### config.mk
export PLATFORM = sky130hd
export DESIGN_NAME = text_escape_line_numberer_unit
export DESIGN_NICKNAME = d
export VERILOG_FILES = /design/src/rtl/core/tel_pkg.sv /design/src/rtl/core/tel_front.sv /design/src/rtl/core/tel_queue.sv /design/src/rtl/core/tel_back.sv /design/src/rtl/core/text_escape_line_numberer_unit.sv
export SDC_FILE = /design/constraint.sdc
export NUM_CORES = 1
export LEC_CHECK = 0
export BUFFER_PORTS_ARGS = -buffer_cell sky130_fd_sc_hd__buf_2
export CORE_MARGIN = 8
export CORE_UTILIZATION = 45
export DETAILED_ROUTE_END_ITERATION = 16
export GPL_ROUTABILITY_DRIVEN = 0
export SLEW_MARGIN = 20
export SYNTH_ARGS = -nofsm -noshare
export SYNTH_HDL_FRONTEND = slang
export SYNTH_SLANG_ARGS = --single-unit
### constraint.sdc
create_clock -name clk -period 15.9 [get_ports clk]
set_input_delay 2.385 -clock clk [delete_from_list [all_inputs] [get_ports clk]]
set_output_delay 2.385 -clock clk [all_outputs]
set_load 0.005 [all_outputs]
### src/rtl/core/tel_pkg.sv
`timescale 1ns / 1ps
// ----------------------------------------------------------------------------
// tel_pkg: shared types and constants of the text escape line numberer
// Holds character codes, register indexes, the command beat passed from the
// front end to the back end, and the byte rendering function.
// ----------------------------------------------------------------------------
package tel_pkg;

    // Register indexes on the configuration port
    localparam logic [2:0] REG_NUMBER_MODE = 3'd0;
    localparam logic [2:0] REG_MARK_ENDS   = 3'd1;
    localparam logic [2:0] REG_CARET_TABS  = 3'd2;
    localparam logic [2:0] REG_CARET_CTRL  = 3'd3;
    localparam logic [2:0] REG_FOLD_BLANKS = 3'd4;

    localparam int CFG_ADDR_W = 3;
    localparam int CFG_DATA_W = 2;

    // Numbering modes; the unused code acts like non-blank numbering
    localparam logic [1:0] MODE_NONE = 2'd0;
    localparam logic [1:0] MODE_ALL  = 2'd1;

    // Number field layout
    localparam logic [3:0] NUM_WIDTH   = 4'd6;
    localparam int         SHOW_DIGITS = 10;
    localparam logic [3:0] SHOW_MAX    = 4'd10;

    // Depth of the command queue, a power of two
    localparam int QUEUE_DEPTH = 2;

    // Character codes
    localparam logic [7:0] CH_TAB    = 8'h09;
    localparam logic [7:0] CH_LF     = 8'h0A;
    localparam logic [7:0] CH_SPACE  = 8'h20;
    localparam logic [7:0] CH_DOLLAR = 8'h24;
    localparam logic [7:0] CH_DASH   = 8'h2D;
    localparam logic [7:0] CH_ZERO   = 8'h30;
    localparam logic [7:0] CH_QUEST  = 8'h3F;
    localparam logic [7:0] CH_I      = 8'h49;
    localparam logic [7:0] CH_M      = 8'h4D;
    localparam logic [7:0] CH_CARET  = 8'h5E;

    localparam logic [6:0] LOW_DEL      = 7'h7F;
    localparam logic [6:0] CTRL_LIMIT   = 7'd32;
    localparam logic [7:0] CARET_OFFSET = 8'd64;

    typedef struct packed {
        logic [1:0] number_mode;
        logic       mark_ends;
        logic       caret_tabs;
        logic       caret_ctrl;
        logic       fold_blanks;
    } cfg_t;

    // Up to four text bytes, byte 0 goes out first
    typedef struct packed {
        logic [3:0][7:0] b;
        logic [2:0]      len;
    } body_t;

    // One command: an optional line number followed by the body bytes
    typedef struct packed {
        logic                        has_num;
        logic [3:0]                  sig;
        logic [SHOW_DIGITS-1:0][3:0] digits;
        body_t                       body;
    } cmd_t;

    function automatic body_t low_caret(input logic [6:0] l);
        body_t r;
        r = '0;
        if (l < CTRL_LIMIT)
        begin
            r.b[0] = CH_CARET;
            r.b[1] = {1'b0, l} + CARET_OFFSET;
            r.len  = 3'd2;
        end
        else if (l == LOW_DEL)
        begin
            r.b[0] = CH_CARET;
            r.b[1] = CH_QUEST;
            r.len  = 3'd2;
        end
        else
        begin
            r.b[0] = {1'b0, l};
            r.len  = 3'd1;
        end
        return r;
    endfunction

    function automatic body_t render(input logic [7:0] c, input logic caret_tabs,
                                     input logic caret_ctrl);
        body_t r;
        body_t lc;
        r      = '0;
        r.b[0] = c;
        r.len  = 3'd1;
        lc     = low_caret(c[6:0]);
        if (caret_tabs && c == CH_TAB)
        begin
            r.b[0] = CH_CARET;
            r.b[1] = CH_I;
            r.len  = 3'd2;
        end
        else if (caret_ctrl && c != CH_TAB && c != CH_LF)
        begin
            if (c[7])
            begin
                r.b[0] = CH_M;
                r.b[1] = CH_DASH;
                r.b[2] = lc.b[0];
                r.b[3] = lc.b[1];
                r.len  = lc.len + 3'd2;
            end
            else
            begin
                r = lc;
            end
        end
        return r;
    endfunction

    function automatic body_t line_end(input logic mark_ends);
        body_t r;
        r = '0;
        if (mark_ends)
        begin
            r.b[0] = CH_DOLLAR;
            r.b[1] = CH_LF;
            r.len  = 3'd2;
        end
        else
        begin
            r.b[0] = CH_LF;
            r.len  = 3'd1;
        end
        return r;
    endfunction

endpackage

### src/rtl/core/tel_front.sv
`timescale 1ns / 1ps
// ----------------------------------------------------------------------------
// tel_front: input classifier
// Accepts one byte or end mark per cycle while the queue has room, tracks line
// and blank-run state, advances the BCD line count and builds one output command.
// ----------------------------------------------------------------------------
module tel_front
    import tel_pkg::*;
#(
    parameter int COUNT_DIGITS = 10
)
(
    input  logic       clk,
    input  logic       rst_n,
    input  cfg_t       cfg,
    input  logic       in_valid,
    output logic       in_ready,
    input  logic       in_op,
    input  logic [7:0] in_byte,
    input  logic       q_full,
    output logic       q_push,
    output cmd_t       q_cmd
);

    localparam int SIG_W = $clog2(COUNT_DIGITS + 1);

    logic                         als_reg, als_next;
    logic [1:0]                   blank_run_reg, blank_run_next;
    logic [COUNT_DIGITS-1:0][3:0] cnt_reg, cnt_next, cnt_inc;
    logic [COUNT_DIGITS-1:0]      nine, carry, low_mask;
    logic                         all_nines;
    logic                         do_count;
    logic                         accept;
    logic [SIG_W-1:0]             sig_raw;
    logic [SHOW_DIGITS-1:0][3:0]  dig_show;
    body_t                        body;

    assign in_ready = !q_full;
    assign accept   = in_valid && in_ready;

    // Saturating BCD increment; carries are formed per digit from the nine flags
    always_comb
    begin
        low_mask = '0;
        for (int i = 0; i < COUNT_DIGITS; i++)
        begin
            nine[i] = (cnt_reg[i] == 4'd9);
        end
        all_nines = &nine;
        for (int i = 0; i < COUNT_DIGITS; i++)
        begin
            low_mask = (COUNT_DIGITS'(1) << i) - COUNT_DIGITS'(1);
            carry[i] = ((nine & low_mask) == low_mask);
            if (all_nines || !carry[i])
                cnt_inc[i] = cnt_reg[i];
            else if (nine[i])
                cnt_inc[i] = 4'd0;
            else
                cnt_inc[i] = cnt_reg[i] + 4'd1;
        end
    end

    always_comb
    begin
        sig_raw = SIG_W'(1);
        for (int i = 0; i < COUNT_DIGITS; i++)
        begin
            if (cnt_inc[i] != 4'd0)
                sig_raw = SIG_W'(i + 1);
        end
    end

    for (genvar k = 0; k < SHOW_DIGITS; k++)
    begin : g_show
        if (k < COUNT_DIGITS)
        begin : g_dig
            assign dig_show[k] = cnt_inc[k];
        end
        else
        begin : g_pad
            assign dig_show[k] = 4'd0;
        end
    end

    // Classify the item
    always_comb
    begin
        als_next       = als_reg;
        blank_run_next = blank_run_reg;
        do_count       = 1'b0;
        body           = '0;
        if (in_op)
        begin
            if (!als_reg)
                body = line_end(cfg.mark_ends);
            als_next       = 1'b1;
            blank_run_next = 2'd0;
        end
        else if (als_reg)
        begin
            if (in_byte == CH_LF)
            begin
                if (cfg.fold_blanks)
                    blank_run_next = (blank_run_reg == 2'd2) ? 2'd2 : blank_run_reg + 2'd1;
                else
                    blank_run_next = 2'd0;
                if (!(cfg.fold_blanks && blank_run_next > 2'd1))
                begin
                    do_count = (cfg.number_mode == MODE_ALL);
                    body     = line_end(cfg.mark_ends);
                end
            end
            else
            begin
                blank_run_next = 2'd0;
                do_count       = (cfg.number_mode != MODE_NONE);
                body           = render(in_byte, cfg.caret_tabs, cfg.caret_ctrl);
                als_next       = 1'b0;
            end
        end
        else
        begin
            if (in_byte == CH_LF)
            begin
                body     = line_end(cfg.mark_ends);
                als_next = 1'b1;
            end
            else
            begin
                body = render(in_byte, cfg.caret_tabs, cfg.caret_ctrl);
            end
        end
    end

    assign cnt_next = do_count ? cnt_inc : cnt_reg;

    always_comb
    begin
        q_cmd.has_num = do_count;
        q_cmd.sig     = (sig_raw > SIG_W'(SHOW_MAX)) ? SHOW_MAX : 4'(sig_raw);
        q_cmd.digits  = dig_show;
        q_cmd.body    = body;
    end

    // Drop items that print nothing
    assign q_push = accept && (body.len != 3'd0);

    always_ff @(posedge clk or negedge rst_n)
    begin
        if (!rst_n)
        begin
            als_reg       <= 1'b1;
            blank_run_reg <= 2'd0;
            cnt_reg       <= '0;
        end
        else if (accept)
        begin
            als_reg       <= als_next;
            blank_run_reg <= blank_run_next;
            cnt_reg       <= cnt_next;
        end
    end

endmodule

### src/rtl/core/tel_queue.sv
`timescale 1ns / 1ps
// ----------------------------------------------------------------------------
// tel_queue: command queue
// Small register FIFO that lets the classifier and the serializer stall
// independently of each other.
// ----------------------------------------------------------------------------
module tel_queue
    import tel_pkg::*;
(
    input  logic clk,
    input  logic rst_n,
    input  logic push,
    input  cmd_t push_cmd,
    output logic full,
    input  logic pop,
    output logic empty,
    output cmd_t head
);

    localparam int PTR_W = (QUEUE_DEPTH > 1) ? $clog2(QUEUE_DEPTH) : 1;
    localparam int CNT_W = $clog2(QUEUE_DEPTH + 1);

    cmd_t             entry_reg [QUEUE_DEPTH];
    logic [PTR_W-1:0] wr_ptr_reg, rd_ptr_reg;
    logic [CNT_W-1:0] count_reg, count_next;

    assign full  = (count_reg == CNT_W'(QUEUE_DEPTH));
    assign empty = (count_reg == '0);
    assign head  = entry_reg[rd_ptr_reg];

    always_comb
    begin
        count_next = count_reg;
        if (push && !pop)
            count_next = count_reg + CNT_W'(1);
        else if (pop && !push)
            count_next = count_reg - CNT_W'(1);
    end

    always_ff @(posedge clk or negedge rst_n)
    begin
        if (!rst_n)
        begin
            wr_ptr_reg <= '0;
            rd_ptr_reg <= '0;
            count_reg  <= '0;
        end
        else
        begin
            if (push)
                wr_ptr_reg <= wr_ptr_reg + PTR_W'(1);
            if (pop)
                rd_ptr_reg <= rd_ptr_reg + PTR_W'(1);
            count_reg <= count_next;
        end
    end

    always_ff @(posedge clk)
    begin
        if (push)
            entry_reg[wr_ptr_reg] <= push_cmd;
    end

endmodule

### src/rtl/core/tel_back.sv
`timescale 1ns / 1ps
// ----------------------------------------------------------------------------
// tel_back: output serializer
// Walks the head command one byte per beat: padded line number, space,
// then the body bytes, and flags the final beat of each command.
// ----------------------------------------------------------------------------
module tel_back
    import tel_pkg::*;
(
    input  logic       clk,
    input  logic       rst_n,
    input  cmd_t       head,
    input  logic       empty,
    output logic       pop,
    output logic       m_tvalid,
    input  logic       m_tready,
    output logic [7:0] m_tdata,
    output logic       m_tlast
);

    logic       m_tvalid_reg;
    logic [7:0] m_tdata_reg, data_next;
    logic       m_tlast_reg;
    logic [3:0] pos_reg;
    logic [3:0] width, num_len, total, dpos, bidx;
    logic       is_last, load;

    assign load = !m_tvalid_reg || m_tready;

    always_comb
    begin
        width   = (head.sig > NUM_WIDTH) ? head.sig : NUM_WIDTH;
        num_len = head.has_num ? width + 4'd1 : 4'd0;
        total   = num_len + {1'b0, head.body.len};
        is_last = (pos_reg == total - 4'd1);
        dpos    = width - 4'd1 - pos_reg;
        bidx    = pos_reg - num_len;
        if (pos_reg < num_len)
        begin
            if (pos_reg == num_len - 4'd1 || dpos >= head.sig)
                data_next = CH_SPACE;
            else
                data_next = CH_ZERO + {4'd0, head.digits[dpos]};
        end
        else
        begin
            data_next = head.body.b[bidx[1:0]];
        end
    end

    assign pop = load && !empty && is_last;

    always_ff @(posedge clk or negedge rst_n)
    begin
        if (!rst_n)
        begin
            m_tvalid_reg <= 1'b0;
            pos_reg      <= 4'd0;
        end
        else if (load)
        begin
            m_tvalid_reg <= !empty;
            if (!empty)
                pos_reg <= is_last ? 4'd0 : pos_reg + 4'd1;
        end
    end

    always_ff @(posedge clk)
    begin
        if (load && !empty)
        begin
            m_tdata_reg <= data_next;
            m_tlast_reg <= is_last;
        end
    end

    assign m_tvalid = m_tvalid_reg;
    assign m_tdata  = m_tdata_reg;
    assign m_tlast  = m_tlast_reg;

endmodule

### src/rtl/core/text_escape_line_numberer_unit.sv
`timescale 1ns / 1ps
// ----------------------------------------------------------------------------
// text_escape_line_numberer_unit: caret-notation escaper with line numbers
// Turns a byte stream into formatted text: optional right-justified BCD line
// numbers, blank-line squeezing, ^I / ^X / ^? / M- escapes and '$' ends.
//
// Usage:
//   Slave beat: s_tdata carries the raw byte, s_tuser marks end of stream
//   (the byte is then ignored and any open line is closed).
//   Master beat: m_tdata is one output byte, m_tlast flags the final byte
//   caused by one input beat. Inputs that print nothing yield no beat.
//   Configuration: write cfg_wdata to register cfg_addr while cfg_we is high;
//   write only while the block is idle.
// Timing:
//   The classifier takes one input beat per cycle while the command queue
//   has room. The serializer sends one output byte per cycle while m_tready
//   is high, so an input beat yields 1 to 15 output bytes (about one for plain
//   text, up to 15 for a numbered line start); the output port sets the rate.
//   An item's first byte passes through the queue and the output register.
// Reset: clears the line count to zero, starts a new line, clears the
//   configuration registers to zero and empties the queue.
// Stall: when m_tready is low the output beat holds, the queue fills, and
//   s_tready drops once the queue is full.
// ----------------------------------------------------------------------------
module text_escape_line_numberer_unit
    import tel_pkg::*;
#(
    parameter int COUNT_DIGITS = 10
)
(
    input  logic                  clk,
    input  logic                  rst_n,
    // Configuration write port
    input  logic                  cfg_we,
    input  logic [CFG_ADDR_W-1:0] cfg_addr,
    input  logic [CFG_DATA_W-1:0] cfg_wdata,
    // Input stream
    input  logic                  s_tvalid,
    output logic                  s_tready,
    input  logic [7:0]            s_tdata,   // [7:0] in_byte
    input  logic                  s_tuser,   // [0] op: end of stream
    // Output stream
    output logic                  m_tvalid,
    input  logic                  m_tready,
    output logic [7:0]            m_tdata,   // [7:0] out_byte
    output logic                  m_tlast
);

    cfg_t cfg_reg;
    cmd_t push_cmd, head;
    logic push, pop, full, empty;

    // Configuration registers; unknown indexes are dropped
    always_ff @(posedge clk or negedge rst_n)
    begin
        if (!rst_n)
        begin
            cfg_reg <= '0;
        end
        else if (cfg_we)
        begin
            unique case (cfg_addr)
                REG_NUMBER_MODE: cfg_reg.number_mode <= cfg_wdata[1:0];
                REG_MARK_ENDS:   cfg_reg.mark_ends   <= cfg_wdata[0];
                REG_CARET_TABS:  cfg_reg.caret_tabs  <= cfg_wdata[0];
                REG_CARET_CTRL:  cfg_reg.caret_ctrl  <= cfg_wdata[0];
                REG_FOLD_BLANKS: cfg_reg.fold_blanks <= cfg_wdata[0];
                default:         cfg_reg             <= cfg_reg;
            endcase
        end
    end

    // Front: classify each beat and advance line state
    tel_front #(
        .COUNT_DIGITS (COUNT_DIGITS)
    ) u_front (
        .clk      (clk),
        .rst_n    (rst_n),
        .cfg      (cfg_reg),
        .in_valid (s_tvalid),
        .in_ready (s_tready),
        .in_op    (s_tuser),
        .in_byte  (s_tdata),
        .q_full   (full),
        .q_push   (push),
        .q_cmd    (push_cmd)
    );

    // Queue: decouple classification from serialization
    tel_queue u_queue (
        .clk      (clk),
        .rst_n    (rst_n),
        .push     (push),
        .push_cmd (push_cmd),
        .full     (full),
        .pop      (pop),
        .empty    (empty),
        .head     (head)
    );

    // Back: serialize one byte per beat into the output register
    tel_back u_back (
        .clk      (clk),
        .rst_n    (rst_n),
        .head     (head),
        .empty    (empty),
        .pop      (pop),
        .m_tvalid (m_tvalid),
        .m_tready (m_tready),
        .m_tdata  (m_tdata),
        .m_tlast  (m_tlast)
    );

endmodule

# --- Word-level counts from Yosys, hierarchy flattened ---
# Memory sizes are Yosys's and may differ from the RTL's.
# Cells that the tools add are included.
word_totals:
  ff_bits: 67
  word_cells: 233
  output_inout_bits: 11
  mem_count: 1
  ramBits: 160
  inputBits: 19
op_classes:
  n_addsub: 27
  reduce_logical: 59
  bitwise_logic: 1
  magnitude_cmp: 8
  n_eq_ne: 32
  n_mux: 81
memory_table:
  columns: ["name", "depth", "word_bits", "rd", "rd_ports_with_merged_regs", "wr", "line", "text"]
  rows:
  - ["u_queue.entry_reg", 2, 80, 1, 0, 1, "tel_queue.sv:23", "cmd_t entry_reg [QUEUE_DEPTH];"]
op_table:
  columns: ["cell", "n"]
  rows:
  - ["$mux 35", 8]
  - ["$mux 19", 10]
  - ["$mux 4", 29]
  - ["$add 4x1->4 const B", 12]
  - ["$eq 4x4->1 const B", 11]
  - ["$reduce_bool 4->1", 9]
  - ["$mux 16", 2]
  - ["$mux 2", 12]
  - ["$mux 8", 3]
  - ["$bmux 4 s4", 1]
  - ["$bmux 8 s2", 1]
  - ["$eq 8x4->1 const B", 2]
  - ["$ne 8x4->1 const B", 2]
  - ["$reduce_and 2->1", 8]
  - ["$eq 7x7->1 const B", 2]
  - ["$logic_not 1->1", 14]
  - ["$mux 3", 4]
  - ["$sub 4x1->4 const B", 3]
  - ["$logic_or 1x1->1", 11]
  - ["$logic_and 1x1->1", 10]
  - ["$mux 10", 1]
  - ["$reduce_and 10->1", 1]
  - ["$eq 9x9->1 const B", 1]
  - ["$mux 9", 1]
  - ["33 further kinds", 50]

# --- Logic depth before layout (Yosys ltp) ---
# Gate-level depths: netlist (run 1).
depth:
  depth_word: 19
  depth_mapped: 22
  mapped_depth_nobuf: 19

# --- Cells and area by module ---
# Synthesis (run 1) repeated with hierarchy kept, for this count alone.
hier_totals:
  cells_unflattened: 956
  hier_area_um2: 12259.3
modules_own_cells:
  columns: ["mod", "n_inst", "cells_per_inst", "area_each_um2", "seq_area_each_um2"]
  rows:
  - ["tel_queue", 1, 265, 6359.8, 4904.7]
  - ["tel_front", 1, 505, 3856.2, 1077.3]
  - ["tel_back", 1, 169, 1744.2, 395.4]
  - ["text_escape_line_numberer_unit", 1, 17, 299.0, 150.1]

# --- Worst setup path before layout (run 1) ---
# Ideal clock, no wire load.
synth_path:
  kind: "input port to flip-flop"
  from: "input port s_tdata[4]"
  to: "memory u_queue.entry_reg[0][0] (netlist name) (enable)"
  path_stages: 7
  setup_time_ns: 0.526
  t_arrival_ns: 7.500
  path_slack_ns: 7.874
  required_time_ns: 15.374
  cell_sequence: "nor4b_1 -> a31oi_1 -> a21oi_1 -> nand2_1 -> o21a_1 -> a31oi_1 -> nor2b_1"
synth_between:
  elab_chain_cells: 17
synth_lines:
  columns: ["element", "line", "text"]
  rows:
  - ["start: declaration", "text_escape_line_numberer_unit.sv:40", "input logic [7:0] s_tdata,"]
  - ["branches (longest 11 deep; another with $lt 7x6->1)", null, null]
  - ["$mux 35 *", "tel_front.sv:99", "else if (als_reg)"]
  - ["$mux 35 *", "tel_front.sv:92", "if (in_op)"]
  - ["$reduce_bool 3->1 *", "tel_front.sv:146", "assign q_push = accept && (body.len != 3'd0);"]
  - ["$logic_and 1x1->1 *", "tel_front.sv:146", null]
  - ["net push", "text_escape_line_numberer_unit.sv:51", "logic push, pop, full, empty;"]
  - ["$mux 1 *", "tel_queue.sv:60", "if (push)"]
  - ["$mux 1 (not written as such) *", "tel_queue.sv:61", "entry_reg[wr_ptr_reg] <= push_cmd;"]
  - ["end: declaration", "tel_queue.sv:23", null]
# Mark *: on every way through the listed nets, which the timed path passes. The select of a mux whose other input is x is not followed.

# --- Worst setup path after layout (run 1) ---
layout_path:
  from: "input port s_tdata[7]"
  to: "memory u_queue.entry_reg[0][70] (netlist name) (enable)"
layout_between:
  elab_chain_cells: 12
layout_lines:
  columns: ["element", "line", "text"]
  rows:
  - ["$ne 8x4->1", "tel_pkg.sv:106", "else if (caret_ctrl && c != CH_TAB && c != CH_LF)"]
  - ["$logic_and 1x1->1 (2 in series)", "tel_pkg.sv:106", null]
  - ["$mux 35", "tel_pkg.sv:106", null]
  - ["$mux 19", "tel_pkg.sv:100", "if (caret_tabs && c == CH_TAB)"]
  - ["$mux 35 (on tied branches)", "tel_front.sv:123, tel_front.sv:101", null]
  - ["$mux 35 *", "tel_front.sv:99", null]
  - ["$mux 35 *", "tel_front.sv:92", null]
  - ["$reduce_bool 3->1 *", "tel_front.sv:146", null]
  - ["$logic_and 1x1->1 *", "tel_front.sv:146", null]
  - ["net push", "text_escape_line_numberer_unit.sv:51", null]
  - ["$mux 1 *", "tel_queue.sv:60", null]
  - ["$mux 1 (not written as such) *", "tel_queue.sv:61", null]
# Mark *: on every way through the listed nets, which the timed path passes. The rest lies on a longest branch.

==> flow_summary.toml, run 1 <==
[route]
wirelength_um = 23000
post-route-drc-count = 0
drtPass1Iterations = 5
viasPerCell = 5.49
routedWlPerCell_um = 18.3
ant_nets = 0
drt_iter0_markers = 451
via_count = 6890

[worst_setup_path]
crit_buf_inv = 2
worstPathArrival_ns = 6.29
cp.required_ns = 16.03
slowest_stage = "nor2b_4"
end_kind = "flip-flop"
cp-start-kind = "input port"
worst_path_dominant_cell_family = "simple AND/OR/NAND/NOR gates"
crit_top_cell = "a31oi_1"
cp_cell_sequence = "buf_2 > nor4b_1 > a31oi_1 > a21oi_1 > nor2b_1 > nor2_1 > a31oi_1 > nor2b_4 > buf_4"
critPathMaxFanout = 44
max_stage_delay_ns = 0.96
path_class = "in -> reg"

[layout]
stdcell_area_sq_mm = 0.0126
n_antenna_cell = 0
nFillCells = 2211
final_nets = 950
final_cells = 1256
drive_gt1_share_pct = 16.4
final_common_cell = "edfxtp_1"
largest_reg_flops = 158
syn_to_final_growth_pct = 11.5
final_cell_mix = "167 x edfxtp_1, 87 x nand2_1, 61 x nor2_1, 56 x dfrtp_1"

[clock_tree]
cts_inserted_buffers = 24
htreeDepth = 1
post_cts_buffers = 0
insertion_delay_ns = 0.51
cts_tree = "done"
clk_path_buf_depth = 3
cts_sinks = 225
cts_hold_buf = 0
cts_root_buf = "clkbuf_16"
cts_resized = 0
path_clk_slew_ns = 0.06

[timing]
tightestPinTransition_ns = 1.07
max_slew_margin_pct = 28.8
hold_violations = 0
rsz0062_at_grt = "no"
slew_violations = 0
fin_hold_ws_ns = 0.491
setup_tns_ns = 0
min_period_ns = 6.16
clock.fmax_mhz = 162
setup_viol = 0
final.setup_skew_ns = 0.0118
period_share_pct = 38.7

[outcome]
outcome = "complete, no violations"

[power]
powerDensity_mw_per_mm2 = 159
ir_drop_mv = 0.114
leakage_nw = 4.70

[global_routing]
grt_pass1_vias = 6741
antenna_found_initial = 0
grtUsageTotal_pct = 15.1
grt_max_degree = 80
grt_pass1_wl_um = 37200
overflow = 0

[floorplanning]
fp-row-count = 58
dieArea_sq_mm = 0.0305
core_sq_mm = 0.0250
die_x_um = 175
start_util_pct = 45.3
die_y_um = 175
pin_count = 30

[placement]
io_buffers = 29
post_dp_cell_area_sq_mm = 0.0118
place_inst = 1211
place_hpwl_um = 16000

[yosys]
ys.flop_type = "edfxtp_1"
ys_warn_count = 0
synth_edf_count = 167
syn_inst = 883
ys_ff_latch = 225
synth.yosys.seq_area_share_pct = 57.1
ys_types = 71
synthArstFlopShare_pct = 25.8
syn_avg_cell_area_sq_um = 12.8
syn-cell-area_sq_mm = 0.0113

[worst_hold_path]
hp-class = "reg -> reg"

[flow_run]
drv_cap = 0
## power by group
part / switching [mW] / internal, mW / leakage, nW
sequential: 0.0555 / 0.758 / 2.32
combinational: 0.343 / 0.278 / 1.97
clock: 0.220 / 0.354 / 0.409
total: 0.618 / 1.39 / 4.70
## cells in the mapped netlist, types with 3 or more instances
| library cell | instances | area share, % |
|---|---|---|
| buf_2 | 8 | 0.35 |
| xnor2_1 | 41 | 3.2 |
| and2_1 | 5 | 0.28 |
| nor4_1 | 5 | 0.28 |
| o22ai_1 | 10 | 0.55 |
| and4bb_2 | 3 | 0.33 |
| a211oi_1 | 3 | 0.20 |
| dfrtp_1 | 57 | 13 |
| fa_1 | 3 | 0.53 |
| a22o_1 | 5 | 0.39 |
| nand2_1 | 87 | 2.9 |
| or2_2 | 3 | 0.17 |
| mux2_1 | 5 | 0.50 |
| nand2b_1 | 19 | 1.1 |
| nor2b_1 | 15 | 0.83 |
| o31ai_1 | 7 | 0.46 |
| edfxtp_1 | 167 | 44 |
| nor3b_1 | 6 | 0.40 |
| o21ai_1 | 4 | 0.18 |
| nand3b_1 | 3 | 0.20 |
| o21ai_0 | 38 | 1.7 |
| and3_1 | 4 | 0.22 |
| mux4_2 | 39 | 7.8 |
| inv_1 | 41 | 1.4 |
| a31oi_1 | 5 | 0.28 |
| nor3_1 | 15 | 0.66 |
| mux2_2 | 15 | 1.5 |
| nand4_1 | 5 | 0.28 |
| a21o_1 | 6 | 0.40 |
| clkbuf_1 | 25 | 0.83 |
| a21oi_1 | 26 | 1.1 |
| ha_1 | 20 | 2.2 |
| nor2_1 | 62 | 2.1 |
| xor2_1 | 21 | 1.6 |
| nand3_1 | 23 | 1.0 |
| mux2i_1 | 20 | 1.8 |
| or4_1 | 8 | 0.53 |
| nor4bb_1 | 3 | 0.27 |
| nand4bb_1 | 5 | 0.50 |
## final cells by class
type                    count  area [sq um]  share of cell area [%]
clock buffers              33           696                    5.51
flip-flops and latches    225          6470                    51.3
inverters                  42           159                    1.26
repair buffers             35           210                    1.67
multi-input cells         580          4540                    36.0
well taps                 330           413                    3.27
clock inverters            11           131                    1.04
## through the flow
stage / total power, mW / setup slack [ns] / util, %
after floorplan: 1.28 / 7.87 / -
after global placement: 1.45 / 9.34 / 47.1
after detailed placement: 1.45 / 9.24 / 47.1
after CTS: 2.04 / 9.76 / 50.4
after global routing: 2.13 / 9.37 / 50.5
final: 2.01 / 9.74 / 50.5
## worst reg2reg max path, stage by stage, from the launching register on
cell	delay, ns
dfrtp_2	0.63
buf_4	0.66
mux2i_1	0.58
nand2b_1	0.27
ha_1	0.26
inv_1	0.06
ha_1	0.14
inv_1	0.05
fa_1	0.45
xnor2_1	0.14
nor3_1	0.22
nand2b_1	0.09
mux2i_1	0.50
nand2_1	0.20
ha_1	0.24
xor2_1	0.14
nor2_1	0.12
xor2_1	0.14
## layer usage
metal / up-vias / part of all wire, % / global-route usage [%]
met5: - / 0 / 0
met3: 24 / 4.0 / 2.33
li1: 3328 / - / -
met1: 3413 / 47 / 21.7
met2: 125 / 47 / 24.1
met4: 0 / 1.3 / 2.72
## kinds of logic (layout without fill, tap and decap cells)
logic type	count (synthesis)	in the layout	share of synthesized area (%)
and+or+nand+nor	280	280	13.1
DFF	225	225	57.1
AOI/OAI and AO/OA	132	132	7.74
buffers and inverters	81	121	2.94
muxes	79	79	11.5
xor gates and xnor gates	62	62	4.80
adders and majority gates	23	23	2.74
other	1	4	0.0331
## path summary, 6_finish.rpt
path / start / to / slack (ns) / cells past startpoint
setup / recovery: s_tdata[7] / u_queue.entry_reg[0][70]$_DFFE_PP_ / 9.74 / 9
hold / removal: u_back.m_tvalid$_DFFE_PN0N_ / u_back.m_tvalid$_DFFE_PN0N_ / 0.49 / 2
setup reg to reg: u_queue.rd_ptr_reg$_DFFE_PN0P_ / u_queue.count_reg[1]$_DFFE_PN0P_ / 10.94 / 17
hold reg to reg: u_back.m_tvalid$_DFFE_PN0N_ / u_back.m_tvalid$_DFFE_PN0N_ / 0.49 / 2
max in group asynchronous: rst_n / cfg_reg[2]$_DFFE_PN0P_ / 13.29 / 2
min in group asynchronous: rst_n / u_front.cnt_reg[37]$_DFFE_PN0P_ / 2.06 / 2
Note: power is estimated with default switching activity, not from simulation.
==> run 2, diff against run 1 <==
--- a/config.mk
+++ b/config.mk
@@ -5,6 +5,7 @@
 export SDC_FILE = /design/constraint.sdc
 export NUM_CORES = 1
 export LEC_CHECK = 0
+export ABC_AREA = 1
 export BUFFER_PORTS_ARGS = -buffer_cell sky130_fd_sc_hd__buf_2
 export CORE_MARGIN = 8
 export CORE_UTILIZATION = 45
==> constraint.sdc (replaced) <==
create_clock -name clk -period 5.8 [get_ports clk]
set_input_delay 0.87 -clock clk [delete_from_list [all_inputs] [get_ports clk]]
set_output_delay 0.87 -clock clk [all_outputs]
set_load 0.005 [all_outputs]
==> flow_summary.toml, run 2 <==
[route]
post-route-drc-count = 0
drt_iter0_markers = 810
via_count = 8078
highest_layer = "met4"
m1WireLength_um = 11900
routedWlPerCell_um = 16.3
ant_nets = 0
met2_length_um = 11200
viasPerCell = 5.29
drtPass1Iterations = 5
routed-wl-met3_um = 1480
wirelength_um = 25000

[yosys]
synth.most_common_cell = "nand2_1"
synth_top_area_share_pct = 44.8
syn_inst = 1148
synth.yosys.seq_area_share_pct = 57.8
synth_common_cells = "241 x nand2_1, 167 x edfxtp_1, 121 x o21ai_0"
ys_top_cells_by_area = "edfxtp_1 45%, dfrtp_1 13%, nand2_1 8.1%"
synth_edf_count = 167
ys_ff_latch = 225
ys_types = 63
syn-cell-area_sq_mm = 0.0112
syn_avg_cell_area_sq_um = 9.75
synthArstFlopShare_pct = 25.8
ys.flop_type = "edfxtp_1"
ys_warn_count = 0
yosysTopAreaCell = "edfxtp_1"

[timing]
min_period_ns = 4.80
rsz0062_at_grt = "no"
max_slew_margin_pct = 33.8
final.setup_skew_ns = 0.0117
setup_viol = 0
tightestPinTransition_ns = 0.993
setup_slack_ns = 0.996
clock.fmax_mhz = 208
slew_violations = 0
setup_tns_ns = 0
period_share_pct = 82.8
hold_violations = 0

[clock_tree]
cts_resized = 0
htreeDepth = 1
post_cts_buffers = 0
cts_root_buf = "clkbuf_16"
clk_path_buf_depth = 3
cts_sinks = 225
insertion_delay_ns = 0.52
path_clk_slew_ns = 0.06
cts_hold_buf = 0
cts_tree = "done"
cts_inserted_buffers = 26

[global_routing]
overflow = 0
grt_max_degree = 81
grt_pass1_wl_um = 40200
antenna_found_initial = 0
grtUsageTotal_pct = 16.2
grt_pass1_vias = 7545

[placement]
io_buffers = 29
place_hpwl_um = 17000
place_ws_ns = 1.05

[floorplanning]
pin_count = 30
core_sq_mm = 0.0244
die_x_um = 174
fp-row-count = 57
start_util_pct = 45.9
die_y_um = 174
dieArea_sq_mm = 0.0302

[worst_setup_path]
cp_cell_sequence = "inv_2 > or2_0 > o21ai_2 > nand2_1 > inv_1 > nor2_1 > ha_1 > clkinv_1 > ha_1 > inv_1 > a21boi_0 > o21ai_0 > nand2_1 > a211oi_1 > nand2_1 > inv_1 > nand2_1 > o21ai_1"
path_class = "reg -> reg"
worstPathArrival_ns = 5.18
cp.required_ns = 6.17
critPathMaxFanout = 59
max_stage_delay_ns = 1.02
reg2reg_from = "u_queue.rd_ptr_reg$_DFFE_PN0P_"
end_kind = "flip-flop"
cp-startpoint = "u_queue.rd_ptr_reg$_DFFE_PN0P_"
slowest_stage = "dfrtp_2"
cp-start-kind = "flip-flop"
crit_top_cell = "nand2_1"

[worst_hold_path]
hp-class = "reg -> reg"
worstHoldStart = "u_queue.count_reg[0]$_DFFE_PN0P_"

[layout]
final_cell_mix = "241 x nand2_1, 167 x edfxtp_1, 121 x o21ai_0, 108 x inv_1, 104 x nor2_1"
largest_reg_flops = 158
nFillCells = 2221
drive_gt1_share_pct = 11.6
final_nets = 1225
syn_to_final_growth_pct = 12.4
final_common_cell = "nand2_1"
n_antenna_cell = 0

[power]
leakage_nw = 5.12
power_frac_comb_pct = 42.2
ir_drop_mv = 0.282
powerDensity_mw_per_mm2 = 579
p_clk_share_pct = 22.3
internal_power_mw = 4.34
sequentialPowerShare_pct = 35.5
swShare_pct = 40.4
power_switching_mw = 2.95

[flow_run]
drv_cap = 0

[outcome]
outcome = "complete, no violations"
-- run 2: cell types whose count changed after synthesis, sizes merged, moves of 8 or more --
cell | before | now
nand2 | 87 | 253
o21ai | 42 | 136
inv | 41 | 121
nor2 | 62 | 120
mux4 | 39 | 0
xnor2 | 41 | 7
nand3 | 23 | 52
mux2 | 20 | 1
nand2b | 19 | 0
a21oi | 27 | 44
mux2i | 20 | 3
nor2b | 15 | 0
o221ai | 0 | 8
or4 | 8 | 0
-- run 2: area by class of cell --
type	instances	area, sq um	share of cell area (%)
Multi-Input combinational cell	765	4140	32.9
Timing Repair Buffer	38	225	1.79
Tap cell	324	405	3.22
Inverter	127	479	3.81
Clock buffer	33	708	5.63
Sequential cell	225	6470	51.4
Clock inverter	15	158	1.25
-- run 2: kinds of logic (layout without fill, tap and decap cells) --
kind of cell / count (synthesis) / count (layout) / share of synthesized area (%)
other: 1 / 4 / 0.0335
muxes: 4 / 4 / 0.369
AOI/OAI and AO/OA: 239 / 239 / 12.4
buffers and inverters: 161 / 213 / 5.55
xor gates and xnor gates: 31 / 31 / 2.43
and+or+nand+nor: 464 / 464 / 18.7
DFF: 225 / 225 / 57.8
adders and majority gates: 23 / 23 / 2.77
-- run 2: power by group through the flow --
stage | Clock [mW] | Combinational (mW) | Sequential, mW
after global placement | 0 | 3.03 | 2.61
after global routing | 1.73 | 3.48 | 2.64
final | 1.63 | 3.07 | 2.59
after detailed placement | 0 | 3.07 | 2.61
after CTS | 1.66 | 3.10 | 2.59
after floorplan | 0 | 2.29 | 2.51
-- run 2: worst paths after layout --
check                                                   endpoint  slack, ns  cells after the start
worst max-delay path                 u_back.m_tdata[2]$_DFFE_PP_        1.0                     18
min in group asynchronous         u_front.cnt_reg[9]$_DFFE_PN0P_       0.52                      2
worst min register to register  u_queue.count_reg[0]$_DFFE_PN0P_       0.47                      1
worst min-delay path            u_queue.count_reg[0]$_DFFE_PN0P_       0.47                      1
max in group asynchronous         u_queue.rd_ptr_reg$_DFFE_PN0P_       4.74                      2
worst max register to register       u_back.m_tdata[2]$_DFFE_PP_        1.0                     18
-- run 2: stage by stage --
stage	cells	total power [mW]	hold WS (ns)	instance area (sq um)	utilization, %
after global placement	1479	5.65	0.469	11700	48.0
after detailed placement	1479	5.68	0.467	11700	48.0
after floorplan	1151	4.79	0.446	11200	-
after global routing	1527	7.84	0.492	12600	51.6
after CTS	1527	7.35	0.478	12600	51.6
final	1527	7.29	0.471	12600	51.6
-- run 2: worst max-delay path, delay by kind of cell, from the launching register on --
kind                     cells  cell delay, ns
AO/OA/AOI/OAI                5            0.67
adder cells (fa/ha/maj)      2            1.19
buffers and inverters        5            1.11
flip-flops                   1            1.02
AND/OR/NAND/NOR              6            0.68
-- run 2: metal layers --
metal	up-vias	GRT usage (%)
met1	3809	23.4
met2	231	25.4
met3	29	2.44
li1	4009	-
met4	0	3.60
met5	-	0
==> run 3, diff against run 2 <==
--- a/config.mk
+++ b/config.mk
@@ -5,7 +5,7 @@
 export SDC_FILE = /design/constraint.sdc
 export NUM_CORES = 1
 export LEC_CHECK = 0
-export ABC_AREA = 1
+export ABC_AREA = 0
 export BUFFER_PORTS_ARGS = -buffer_cell sky130_fd_sc_hd__buf_2
 export CORE_MARGIN = 8
 export CORE_UTILIZATION = 45
==> constraint.sdc (replaced) <==
create_clock -name clk -period 4.12 [get_ports clk]
set_input_delay 0.618 -clock clk [delete_from_list [all_inputs] [get_ports clk]]
set_output_delay 0.618 -clock clk [all_outputs]
set_load 0.005 [all_outputs]
==> flow_summary.toml, run 3 (synthesis results as in run 1) <==
[worst_setup_path]
cp-start-kind = "flip-flop"
slowest_stage = "fa_1"
crit_top_cell = "ha_1"
max_stage_delay_ns = 0.42
end_kind = "flip-flop"
path_class = "reg -> reg"
worstPathArrival_ns = 4.30
crit_buf_inv = 3
critPathMaxFanout = 4
cp_cell_sequence = "mux2_2 > inv_2 > a31oi_1 > ha_1 > nand2b_1 > ha_1 > inv_1 > ha_1 > inv_1 > fa_1 > xnor2_1 > nor3_2 > nand2b_1 > mux2i_2 > nand2_2 > ha_4 > xor2_1 > nor2_1 > xor2_1"
cp.required_ns = 4.56
worst_path_dominant_cell_family = "adder cells"

[worst_hold_path]
hp-class = "in -> async"

[placement]
place_ws_ns = 0.114
io_buffers = 29
place_hpwl_um = 16800

[clock_tree]
cts_inserted_buffers = 26
clk_path_buf_depth = 3
cts_root_buf = "clkbuf_16"
cts_tree = "done"
insertion_delay_ns = 0.52
cts_sinks = 225
htreeDepth = 1
path_clk_slew_ns = 0.06

[layout]
final_util_pct = 51.7
nFillCells = 2155
final_nets = 971
final_cell_mix = "167 x edfxtp_1, 86 x nand2_1, 61 x nor2_1, 56 x dfrtp_1, 41 x xnor2_1"
n_antenna_cell = 0
drive_gt1_share_pct = 18.9
final_common_cell = "edfxtp_1"
syn_to_final_growth_pct = 14.0
largest_reg_flops = 158

[power]
swShare_pct = 31.0
power_frac_comb_pct = 32.0
sequentialPowerShare_pct = 38.6
ir_drop_mv = 0.386
powerDensity_mw_per_mm2 = 625
p_clk_share_pct = 29.4
power_mw = 8.06
leakage_nw = 4.82
internal_power_mw = 5.57
power_switching_mw = 2.50

[timing]
setup_tns_ns = 0
final.setup_skew_ns = 0.00922
slew_violations = 0
hold_violations = 0
rsz0062_at_grt = "no"
period_share_pct = 93.6
max_slew_margin_pct = 44.0
setup_slack_ns = 0.264
setup_viol = 0
clock.fmax_mhz = 259
fin_hold_ws_ns = 0.190
min_period_ns = 3.86
tightestPinTransition_ns = 0.839

[global_routing]
grt_max_degree = 44
grtUsageTotal_pct = 15.6
antenna_found_initial = 0
overflow = 0
grt_pass1_wl_um = 38400
grt_pass1_vias = 6972

[floorplanning]
start_util_pct = 45.3
fp-row-count = 58
dieArea_sq_mm = 0.0305
die_y_um = 175
die_x_um = 175
core_sq_mm = 0.0250
pin_count = 30

[route]
routedWlPerCell_um = 18.6
drt_iter0_markers = 582
drtPass1Iterations = 5
viasPerCell = 5.49
wirelength_um = 23800
ant_nets = 0
via_count = 7017
post-route-drc-count = 0

[outcome]
outcome = "complete, no violations"

[flow_run]
drv_cap = 0
==> run 3: per-stage QoR <==
stage                     area, sq um  instances
after detailed placement        12000       1231
final                           12900       1279
after global placement          12000       1231
after floorplan                 11400        886
after global routing            12900       1279
after CTS                       12900       1279
==> run 3: power groups by stage <==
stage | Combinational [mW] | Clock (mW) | Sequential [mW]
after floorplan | 1.84 | 0 | 3.10
after CTS | 2.59 | 2.43 | 3.11
after global placement | 2.56 | 0 | 3.14
after detailed placement | 2.58 | 0 | 3.16
after global routing | 2.83 | 2.52 | 3.15
final | 2.58 | 2.37 | 3.11
==> run 3: layer usage <==
layer	GRT usage [%]	up-vias	routed length (um)	share of wire (%)
li1	-	3378	-	-
met1	21.4	3487	10900	46
met2	26.1	121	11400	48
met3	2.33	31	1050	4.4
met4	3.43	0	420	1.8
met5	0	-	0	0
==> run 3: final cells by class <==
cell class	count	area, sq um	share of cell area (%)
Sequential cell	225	6470	50.2
Multi-Input combinational cell	580	4580	35.5
Clock buffer	32	704	5.46
Tap cell	330	413	3.20
Timing Repair Buffer	54	390	3.03
Clock inverter	16	185	1.44
Inverter	42	159	1.23
==> run 3: final timing paths <==
path	startpoint	endpoint	slack, ns	cells past startpoint
worst max-delay path	u_queue.rd_ptr_reg$_DFFE_PN0P_	u_queue.count_reg[1]$_DFFE_PN0P_	0.26	19
worst min-delay path	rst_n	u_back.pos_reg[3]$_DFFE_PN0P_	0.19	1
worst max register to register	u_queue.rd_ptr_reg$_DFFE_PN0P_	u_queue.count_reg[1]$_DFFE_PN0P_	0.26	19
worst min register to register	u_back.m_tvalid$_DFFE_PN0N_	u_back.m_tvalid$_DFFE_PN0N_	0.49	2
max in group asynchronous	rst_n	u_front.als_reg$_DFFE_PN1P_	2.99	2
min in group clk	cfg_wdata[1]	cfg_reg[5]$_DFFE_PN0P_	0.33	2
==> run 3: timing repair <==
item | in CTS | in global routing
hold buffers | 0 | 0
endpoints found under the setup margin | 0 | 2
buffers inserted | 0 | 0
resized for setup | 0 | 8
